### src/design/gas_pkg.sv
// ----------------------------------------------------------------------------
// gas_pkg
// Shared types, codes and the logistic lookup table of the Gibbs sampler.
// ----------------------------------------------------------------------------
package gas_pkg;

    localparam int NODES       = 64;
    localparam int MAX_NODES   = 64;
    localparam int NODE_LIMIT  = (MAX_NODES < NODES) ? MAX_NODES : NODES;
    localparam int LOGIT_DEPTH = 256;
    localparam int TIX_W       = $clog2(LOGIT_DEPTH);
    localparam int DIV_STEPS   = 15;

    typedef enum logic [1:0] {
        MODE_COL    = 2'd0,
        MODE_WEIGHT = 2'd1,
        MODE_SPIN   = 2'd2,
        MODE_UPDATE = 2'd3
    } mode_t;

    typedef enum logic [1:0] {
        CFG_BIAS     = 2'd0,
        CFG_COUPLING = 2'd1,
        CFG_NODES    = 2'd2,
        CFG_SPARE    = 2'd3
    } cfg_index_t;

    typedef enum logic [12:0] {
        S_IDLE = 13'b0000000000001,
        S_RD   = 13'b0000000000010,
        S_POP  = 13'b0000000000100,
        S_DIV  = 13'b0000000001000,
        S_MUL  = 13'b0000000010000,
        S_XSAT = 13'b0000000100000,
        S_TAB  = 13'b0000001000000,
        S_SPIN = 13'b0000010000000,
        S_SRD  = 13'b0000100000000,
        S_SPOP = 13'b0001000000000,
        S_SDIV = 13'b0010000000000,
        S_SACC = 13'b0100000000000,
        S_EMIT = 13'b1000000000000
    } state_t;

    typedef struct packed {
        logic load_take;
        logic upd_take;
        logic scan_sel;
        logic pop_load;
        logic div_step;
        logic mul;
        logic xsat;
        logic tab;
        logic spin;
        logic stat_clear;
        logic stat_acc;
        logic emit;
    } cmd_t;

    typedef struct packed {
        logic div_last;
        logic is_last;
        logic scan_last;
        logic out_free;
    } status_t;

    typedef logic [15:0] logit_tab_t [LOGIT_DEPTH];

    function automatic logic [63:0] udiv64(input logic [63:0] a, input logic [63:0] b);
        logic [64:0] r;
        logic [63:0] q;
        r = '0;
        q = '0;
        for (int i = 63; i >= 0; i--) begin
            r = {r[63:0], a[i]};
            if (r >= {1'b0, b}) begin
                r    = r - {1'b0, b};
                q[i] = 1'b1;
            end
        end
        return q;
    endfunction

    function automatic longint exp_neg_q30(input longint u);
        longint v;
        longint term;
        longint sum;
        v    = u >>> 4;
        term = 64'sd1 <<< 30;
        sum  = 64'sd1 <<< 30;
        for (int n = 1; n <= 12; n++) begin
            term = longint'(udiv64(64'((term * v) >>> 30), 64'(n)));
            if (n % 2 == 1) sum = sum - term;
            else sum = sum + term;
        end
        for (int s = 0; s < 4; s++) begin
            sum = (sum * sum) >>> 30;
        end
        return sum;
    endfunction

    function automatic logit_tab_t logit_build();
        logit_tab_t t;
        longint off;
        longint mag;
        longint e;
        longint den;
        longint num;
        longint p;
        for (int k = 0; k < LOGIT_DEPTH; k++) begin
            off = 16 * longint'(k) - 8 * longint'(LOGIT_DEPTH);
            mag = (off < 0) ? -off : off;
            e   = exp_neg_q30((mag <<< 30) / LOGIT_DEPTH);
            den = (64'sd1 <<< 30) + e;
            num = (off >= 0) ? (64'sd1 <<< 46) : (e <<< 16);
            p   = longint'(udiv64(64'(num + (den >>> 1)), 64'(den)));
            if (p > 65535) p = 65535;
            t[k] = p[15:0];
        end
        return t;
    endfunction

    localparam logit_tab_t LOGIT_TABLE = logit_build();

endpackage

### src/design/gas_ctrl.sv
// ----------------------------------------------------------------------------
// gas_ctrl
// Sequencer for update requests and the end-of-sweep statistic walk.
// ----------------------------------------------------------------------------
module gas_ctrl (
    input  logic              clk,
    input  logic              rst_n,
    input  logic              in_valid,
    input  logic [1:0]        in_mode,
    output logic              in_ready,
    input  gas_pkg::status_t  status,
    output gas_pkg::cmd_t     cmd
);

    gas_pkg::state_t state_reg;
    gas_pkg::state_t state_next;

    always_ff @(posedge clk or negedge rst_n)
    begin
        if (!rst_n)
        begin
            state_reg <= gas_pkg::S_IDLE;
        end
        else
        begin
            state_reg <= state_next;
        end
    end

    assign in_ready = (state_reg == gas_pkg::S_IDLE);

    always_comb
    begin
        state_next = state_reg;
        cmd        = '0;
        unique case (state_reg)
            gas_pkg::S_IDLE:
            begin
                if (in_valid)
                begin
                    if (in_mode == gas_pkg::MODE_UPDATE)
                    begin
                        cmd.upd_take = 1'b1;
                        state_next   = gas_pkg::S_RD;
                    end
                    else
                    begin
                        cmd.load_take = 1'b1;
                    end
                end
            end
            gas_pkg::S_RD:
            begin
                state_next = gas_pkg::S_POP;
            end
            gas_pkg::S_POP:
            begin
                cmd.pop_load = 1'b1;
                state_next   = gas_pkg::S_DIV;
            end
            gas_pkg::S_DIV:
            begin
                cmd.div_step = 1'b1;
                if (status.div_last)
                begin
                    state_next = gas_pkg::S_MUL;
                end
            end
            gas_pkg::S_MUL:
            begin
                cmd.mul    = 1'b1;
                state_next = gas_pkg::S_XSAT;
            end
            gas_pkg::S_XSAT:
            begin
                cmd.xsat   = 1'b1;
                state_next = gas_pkg::S_TAB;
            end
            gas_pkg::S_TAB:
            begin
                cmd.tab    = 1'b1;
                state_next = gas_pkg::S_SPIN;
            end
            gas_pkg::S_SPIN:
            begin
                cmd.spin = 1'b1;
                if (status.is_last)
                begin
                    cmd.stat_clear = 1'b1;
                    state_next     = gas_pkg::S_SRD;
                end
                else
                begin
                    state_next = gas_pkg::S_EMIT;
                end
            end
            gas_pkg::S_SRD:
            begin
                cmd.scan_sel = 1'b1;
                state_next   = gas_pkg::S_SPOP;
            end
            gas_pkg::S_SPOP:
            begin
                cmd.scan_sel = 1'b1;
                cmd.pop_load = 1'b1;
                state_next   = gas_pkg::S_SDIV;
            end
            gas_pkg::S_SDIV:
            begin
                cmd.div_step = 1'b1;
                if (status.div_last)
                begin
                    state_next = gas_pkg::S_SACC;
                end
            end
            gas_pkg::S_SACC:
            begin
                cmd.stat_acc = 1'b1;
                state_next   = status.scan_last ? gas_pkg::S_EMIT : gas_pkg::S_SRD;
            end
            gas_pkg::S_EMIT:
            begin
                if (status.out_free)
                begin
                    cmd.emit   = 1'b1;
                    state_next = gas_pkg::S_IDLE;
                end
            end
            default:
            begin
                state_next = gas_pkg::S_IDLE;
            end
        endcase
    end

endmodule

### config.mk
export PLATFORM = sky130hd
export DESIGN_NAME = gas_ctrl
export DESIGN_NICKNAME = d
export VERILOG_FILES = /design/src/design/gas_pkg.sv /design/src/design/gas_ctrl.sv
export SDC_FILE = /design/constraint.sdc
export NUM_CORES = 1
export LEC_CHECK = 0
export BUFFER_PORTS_ARGS = -buffer_cell sky130_fd_sc_hd__buf_4
export CAP_MARGIN = 25
export CORE_ASPECT_RATIO = 1.25
export CORE_MARGIN = 1.5
export CORE_UTILIZATION = 45
export CTS_CLUSTER_DIAMETER = 40
export CTS_CLUSTER_SIZE = 14
export DETAILED_ROUTE_END_ITERATION = 8
export PLACE_DENSITY = 0.69
export SYNTH_ARGS = -nofsm -noshare
export SYNTH_HDL_FRONTEND = slang
export SYNTH_SLANG_ARGS = --single-unit
### constraint.sdc
create_clock -name clk -period 2.8 [get_ports clk]
set_input_delay 0.28 -clock clk [delete_from_list [all_inputs] [get_ports clk]]
set_output_delay 0.28 -clock clk [all_outputs]
set_load 0.005 [all_outputs]
# Word level (Yosys, flattened, before mapping)
# Cells that the tools add are included.
[classes] mux=23 eq_ne=19 reduce_logical=4
[ops] cell="13-bit case mux with 13 select lines" count=1
[ops] cell="13-bit two-way mux" count=7
[ops] cell="13-bit by 1-bit equality test with 1-bit output, second input constant" count=1
[ops] cell="13-bit by 10-bit equality test with 1-bit output, second input constant" count=1
[ops] cell="13-bit by 11-bit equality test with 1-bit output, second input constant" count=1
[ops] cell="13-bit by 12-bit equality test with 1-bit output, second input constant" count=1
[ops] cell="13-bit equality test, second input constant" count=1
[ops] cell="13-bit by 2-bit equality test with 1-bit output, second input constant" count=1
[ops] cell="13-bit by 3-bit equality test with 1-bit output, second input constant" count=1
[ops] cell="13-bit by 4-bit equality test with 1-bit output, second input constant" count=1
[ops] cell="13-bit by 5-bit equality test with 1-bit output, second input constant" count=1
[ops] cell="13-bit by 6-bit equality test with 1-bit output, second input constant" count=1
[ops] cell="13-bit by 7-bit equality test with 1-bit output, second input constant" count=1
[ops] cell="13-bit by 8-bit equality test with 1-bit output, second input constant" count=1
[ops] cell="13-bit by 9-bit equality test with 1-bit output, second input constant" count=1
[ops] cell="1-bit two-way mux" count=12
[ops] cell="2-bit inequality test, second input constant" count=4
[ops] cell="2-bit two-way mux" count=3
[ops] cell="2-bit OR reduction" count=3
[ops] cell="5-bit AND reduction" count=1
[ops] cell="2-bit equality test, second input constant" count=1
[ops] cell="2-bit by 1-bit inequality test with 1-bit output, second input constant" count=1
[word_totals] output_inout_bits=13 word_cells=47 regBits=13

# Logic depth before layout (Yosys ltp)
# Gate-level depths: netlist of the first run.
[depth] depth_word=4 mapped_depth=6 ltp_nobuf=5

# Least setup slack after synthesis of the first run
# OpenSTA, ideal clock, no wires.
[synth_timing] path_type="flip-flop to flip-flop" start="register state_reg[1]" end="register state_reg[4]" stages_incl_launch_ff=7 slack_ps=1008 required_ps=2680 t_arrival_ps=1672 cell_sequence="dfrtp_1 > buf_6 > or4_4 > nor3_2 > a32o_1 > nor2_1 > and4_1"
[synth_via] elab_chain_cells=3
[synth_rtl] element="start, declared" line_no="gas_ctrl.sv:15" source="gas_pkg::state_t state_reg;"
[synth_rtl] element="start signal, assigned" line_no="gas_ctrl.sv:22" source="state_reg <= gas_pkg::S_IDLE;"
[synth_rtl] element="start signal, assigned" line_no="gas_ctrl.sv:26" source="state_reg <= state_next;"
[synth_rtl] element="13-bit by 4-bit equality test with 1-bit output, or another cell as far along" line_no="gas_ctrl.sv:36" source="unique case (state_reg)"
[synth_rtl] element="2-bit inequality test (no source line) or 2-bit by 1-bit inequality test with 1-bit output (tied branches)"
[synth_rtl] element="5-bit AND reduction (no source line)"
# Several ways; a longest one is shown, not always the timed one.
# A chain may end at the register's enable or synchronous reset.

==> flow_metrics.py, run 1 <==
metrics = {
    "die": {
        "start_util": 0.472,
        "dieArea_um2": 2310,
        "fp.dieH_um": 53.4,
        "rows": 18,
        "coreArea_um2": 1940,
        "die_x_um": 43.3,
        "ios": 22,
    },
    "sta": {
        "tightest_slew_ns": 0.698,
        "slew_headroom": 0.530,
        "final_max_slew_viol_count": 0,
        "min_period_over_period": 0.863,
        "hold_viol_final": 0,
        "finalSetupViolations": 0,
        "clock_skew_ns": 0.00684,
        "rsz0062_at_grt": "false",
        "fin_setup_tns_ns": 0,
        "period_minus_slack_ns": 2.42,
        "clock.fmax_mhz": 414,
    },
    "yosys": {
        "syn-cell-area_um2": 913,
        "post_synth_inst_count": 96,
        "yosys_warnings": 0,
        "ys_types": 37,
        "yosys-top-cells-area": "dfrtp_1, nor3b_1, nor2_1, dfstp_2, xor2_1",
        "synth_top_area_frac": 0.329,
        "ys_seq_elements": 13,
        "ys_seq_area_frac": 0.358,
        "synth_top_area_cell": "dfrtp_1",
        "syn_nets": 105,
        "syn_avg_cell_area_um2": 9.51,
    },
    "pwr": {
        "peakVddDrop_mv": 0.235,
        "leakagePower_nw": 0.540,
        "power_density_nw_per_um2": 502,
    },
    "place": {
        "port_buffers": 21,
        "hpwl_mm": 1.54,
        "placed_cells_incl_taps": 132,
        "gp_congestion": 0.881,
        "post_dp_cell_area_um2": 1040,
    },
    "clock_tree": {
        "clkSlewWorstSetupHoldPaths_ns": 0.09,
        "cts_buffers": 3,
        "cts_max_level": 1,
        "clk_latency_ns": 0.29,
        "cts.sinks": 13,
        "cts_setup_buffers": 0,
        "cts_tree": "built",
        "cts_buffer_depth": 2,
        "root_buffer": "clkbuf_4",
    },
    "global_route": {
        "grt_pass1_wl_mm": 3.47,
        "grt_max_degree": 14,
        "grt_remaining_overflow": 0,
        "grt_pass1_vias": 777,
        "grt_util_all_layers": 0.201,
        "antenna_found_initial": 0,
    },
    "route": {
        "viasPerCell": 6.17,
        "dr.pass1.iters": 4,
        "detail-route-antenna-nets": 0,
        "wirelength_mm": 2.09,
        "post_drt_wl_per_cell_um": 15.2,
        "drt_iter0_markers": 13,
        "route.detailed.drc": 0,
        "vias": 845,
    },
    "critical_path": {
        "critPathSlowestCell": "nor4_1",
        "critical_path.endpoint_type": "primary output",
        "critPathKind": "flip-flop to primary output",
        "worstSetupStartpointType": "flip-flop",
        "cp_max_fo": 7,
        "cp.arrival_ns": 2.14,
        "path_cells": "nor4_1 -> and4_1 -> nand2_1 -> a21oi_1 -> buf_4",
        "crit_required_ns": 2.52,
        "path_buf_inv": 1,
        "slowest_delay_ns": 0.66,
        "critPathTopFamily": "simple AND/OR/NAND/NOR gates",
    },
    "final_layout": {
        "n_antenna_cell": 0,
        "synthToLayoutAreaGrowth_pct": 18.2,
        "finalInstanceArea_um2": 1080,
        "final_cell_count_no_fill": 137,
        "final_core_util": 0.557,
        "largest_reg_flops": 13,
        "final_layout_size_suffix_gt1_frac": 0.299,
        "nets": 127,
    },
    "run_status": {
        "status": "complete, no violations",
    },
    "run": {
        "maxCapViolations": 0,
    },
    "worst_hold_path": {
        "holdCritPathClass": "input pin to flip-flop",
    },
}
## worst register-to-register path, cell delays in order, from the launching register on
cell     delay [ns]
dfrtp_1        0.46
nor4_1         0.66
and4_1         0.37
a32o_1         0.19
nor2_1         0.07
and4_1         0.21
## final cells by class
class                      count  area [um2]
inverter                       5        18.8
tap                           20        25.0
sequential                    13         327
clock buffer                   4        26.3
timing repair buffer          22         168
multi-input combinational     73         515
fill                         184         857
## layer usage
layer	share of wire	track usage
met1	0.42	0.254
met5	0	0
met3	0.081	0.0239
met4	0.012	0.0909
met2	0.48	0.338
## power by group
part | leakage (nW) | internal (mW) | switching (mW)
Sequential | 0.178 | 0.203 | 0.0285
Combinational | 0.347 | 0.0940 | 0.0914
Clock | 0.0150 | 0.0554 | 0.0700
Total | 0.540 | 0.352 | 0.190
## placed cells by master (no fill, tap or decap), types with 2 or more instances in the layout
master     n
nor3b_1    6
nor3_2     2
and4_1     2
and2_1     2
and3_1     3
xor2_1     3
nor4_1     4
and3_2     2
dfrtp_1   12
nand4_1    3
nand3_1    4
nor4b_1    2
inv_1      5
nor3_1     4
xnor2_1    2
nor2_1    10
nand2_1    6
or4_4      2
buf_4     21
a32o_1     2
clkbuf_4   3
## synth_stat cells, drive strengths merged
| cell type | n |
|---|---|
| nor3 | 7 |
| buf | 5 |
| nor3b | 7 |
| o31ai | 1 |
| nor2b | 1 |
| nor4 | 5 |
| nand2b | 1 |
| a22o | 1 |
| inv | 5 |
| a211oi | 1 |
| o41ai | 1 |
| nor4b | 2 |
| nor2 | 10 |
| a21oi | 1 |
| a32o | 3 |
| and2 | 2 |
| dfstp | 1 |
| nand3 | 4 |
| and3 | 5 |
| a221o | 1 |
| nand2 | 6 |
| dfrtp | 12 |
| xor2 | 3 |
| nand4 | 3 |
| a21o | 1 |
| or4 | 2 |
| and4 | 2 |
| xnor2 | 2 |
| and4b | 1 |
## what timing repair did
action / CTS / global route
gates resized for setup: 0 / 0
endpoints found under the hold margin: 12 / 0
setup endpoints to repair: 0 / 0
hold buffers: 1 / 0
## path summary, 6_finish.rpt
path	startpoint	end	slack, ns	cells past startpoint
max in group asynchronous	rst_n	state_reg[0]	2.20	2
min reg2reg	state_reg[7]	state_reg[6]	0.59	1
max reg2reg	state_reg[5]	state_reg[4]	0.72	5
min in group asynchronous	rst_n	state_reg[2]	0.36	2
min	status[1]	state_reg[12]	0.23	2
max	state_reg[5]	cmd[11]	0.38	5
## cell families after synthesis
kind of cell	count (synthesis)	synth area share
buffers and inverters	10	0.0781
AOI/OAI and AO/OA	10	0.0945
xor gates and xnor gates	5	0.0480
and+or+nand+nor	58	0.422
DFF	13	0.358
## metrics by stage
stage | total power [mW] | worst slack, ns | hold WS [ns]
floorplan | 0.367 | 1.01 | -0.0156
global placement | 0.417 | 0.802 | 0.141
detailed placement | 0.418 | 0.751 | 0.133
CTS | 0.543 | 0.444 | 0.225
global route | 0.570 | 0.267 | 0.236
finish | 0.542 | 0.382 | 0.233
Power figures use the tool's default switching activity.
==> inputs of run 2 (changes only) <==
--- a/config.mk
+++ b/config.mk
@@ -14,6 +14,7 @@
 export CTS_CLUSTER_SIZE = 14
 export DETAILED_ROUTE_END_ITERATION = 8
 export PLACE_DENSITY = 0.69
+export RECOVER_POWER = 100
 export SYNTH_ARGS = -nofsm -noshare
 export SYNTH_HDL_FRONTEND = slang
 export SYNTH_SLANG_ARGS = --single-unit
==> constraint.sdc (replaced) <==
create_clock -name clk -period 2.5 [get_ports clk]
set_input_delay 0.25 -clock clk [delete_from_list [all_inputs] [get_ports clk]]
set_output_delay 0.25 -clock clk [all_outputs]
set_load 0.005 [all_outputs]
==> run 2 against run 1 <==
Sequential power up 12%. Clock skew shrank 0.0015 ns. Total power up 9.2%. Global-route usage fell by 2.3 points. Routed wire length shrank 3.2%. Die area unchanged. Highest routed layer unchanged.
==> flow_metrics.py, run 2 (synthesis gave the netlist of run 1 again) <==
metrics = {
    "run_status": {
        "status": "complete, no violations",
    },
    "place": {
        "hpwl_mm": 1.47,
        "gp_congestion": 0.861,
        "placed_cells_incl_taps": 132,
        "pre_cts_ws_ns": 0.505,
        "port_buffers": 21,
    },
    "sta": {
        "hold_viol_final": 0,
        "min_period_over_period": 0.948,
        "clock_skew_ns": 0.00534,
        "period_minus_slack_ns": 2.37,
        "rsz0062_at_grt": "false",
        "finalSetupViolations": 0,
        "slew_headroom": 0.524,
        "fin_setup_tns_ns": 0,
        "final_max_slew_viol_count": 0,
        "setup_slack_ns": 0.130,
        "clock.fmax_mhz": 422,
        "tightest_slew_ns": 0.714,
    },
    "route": {
        "dr.pass1.iters": 4,
        "drt_iter0_markers": 29,
        "post_drt_wl_per_cell_um": 14.8,
        "viasPerCell": 6.06,
        "wirelength_mm": 2.02,
        "vias": 830,
        "detail-route-antenna-nets": 0,
        "route.detailed.drc": 0,
    },
    "final_layout": {
        "final_cell_count_no_fill": 137,
        "final_layout_size_suffix_gt1_frac": 0.274,
        "nets": 127,
        "synthToLayoutAreaGrowth_pct": 17.3,
        "final_cell_mix": "buf_4, dfrtp_1, nor2_1, clkbuf_4",
        "n_antenna_cell": 0,
        "mostFrequentLayoutCell": "buf_4",
        "largest_reg_flops": 13,
    },
    "critical_path": {
        "crit_required_ns": 2.25,
        "rrSetupSlack_ns": 0.43,
        "critPathLaunch": "state_reg[4]",
        "cp_max_fo": 8,
        "r2r_start": "state_reg[4]",
        "critPathKind": "flip-flop to primary output",
        "cp.arrival_ns": 2.12,
        "critical_path.endpoint_type": "primary output",
        "worstSetupStartpointType": "flip-flop",
    },
    "global_route": {
        "grt_pass1_vias": 750,
        "grtUsageMet3": 0.0375,
        "met1_usage": 0.210,
        "grt_remaining_overflow": 0,
        "top_usage_layer": "met2",
        "grt_pass1_wl_mm": 3.11,
        "antenna_found_initial": 0,
        "grt_util_all_layers": 0.178,
        "grt_max_degree": 14,
        "met2_usage": 0.308,
    },
    "clock_tree": {
        "clk_latency_ns": 0.28,
        "root_buffer": "clkbuf_4",
        "clkSlewWorstSetupHoldPaths_ns": 0.09,
        "cts_max_level": 1,
        "cts.sinks": 13,
        "cts_buffers": 3,
        "cts_resized": 0,
        "cts_buffer_depth": 2,
        "cts_tree": "built",
    },
    "worst_hold_path": {
        "holdCritPathClass": "input pin to flip-flop",
        "min_from": "status[1]",
    },
    "die": {
        "rows": 18,
        "die_x_um": 43.3,
        "dieArea_um2": 2310,
        "fp.dieH_um": 53.4,
        "ios": 22,
        "coreArea_um2": 1940,
        "start_util": 0.472,
    },
    "pwr": {
        "peakVddDrop_mv": 0.301,
        "power_density_nw_per_um2": 552,
        "leakagePower_nw": 0.525,
    },
    "run": {
        "maxCapViolations": 0,
    },
}
run 2: worst max-delay path, cell delays in order, from the launching register on:
cell      delay [ns]
dfrtp_1         0.47
nor4_1          0.64
and4_1          0.36
nand2_1         0.11
a21oi_1         0.12
clkbuf_4        0.15
run 2: per-stage QoR:
step	power (mW)	area, um2	hold slack, ns	utilization
2_1_floorplan	0.411	913	-0.0456	-
3_3_place_gp	0.467	1040	0.110	0.539
3_5_place_dp	0.468	1040	0.110	0.539
4_1_cts	0.600	1080	0.209	0.557
5_1_grt	0.625	1070	0.214	0.553
6_report	0.592	1070	0.205	0.553
run 2: path summary, 6_finish.rpt:
check / to / cells past startpoint
worst max-delay path: cmd[11] / 5
worst min-delay path: state_reg[12] / 2
worst max register to register: state_reg[4] / 5
worst min register to register: state_reg[6] / 1
max in group asynchronous: state_reg[5] / 2
min in group asynchronous: state_reg[1] / 2
run 2: layer usage:
metal,part of all wire,vias to the layer above
li1,-,398
met1,0.43,378
met2,0.48,52
met3,0.083,2
met4,0.0059,0
met5,0,-
run 2: area by class of cell:
type	instances	area, um2
Multi-Input combinational cell	73	510
Fill cell	181	866
Timing Repair Buffer	22	164
Clock buffer	4	26.3
Inverter	5	18.8
Sequential cell	13	327
Tap cell	20	25.0
run 2: power by group:
group	internal [mW]	total (mW)	leakage, nW	switching (mW)
logic	0.0974	0.198	0.332	0.100
clock network	0.0618	0.136	0.0150	0.0739
registers	0.227	0.258	0.178	0.0313
total	0.386	0.592	0.525	0.206
run 2: repair_timing:
action                                 4_1_cts  5_1_grt
hold buffers                                 1        0
setup buffers                                0        0
endpoints found under the hold margin       12        0
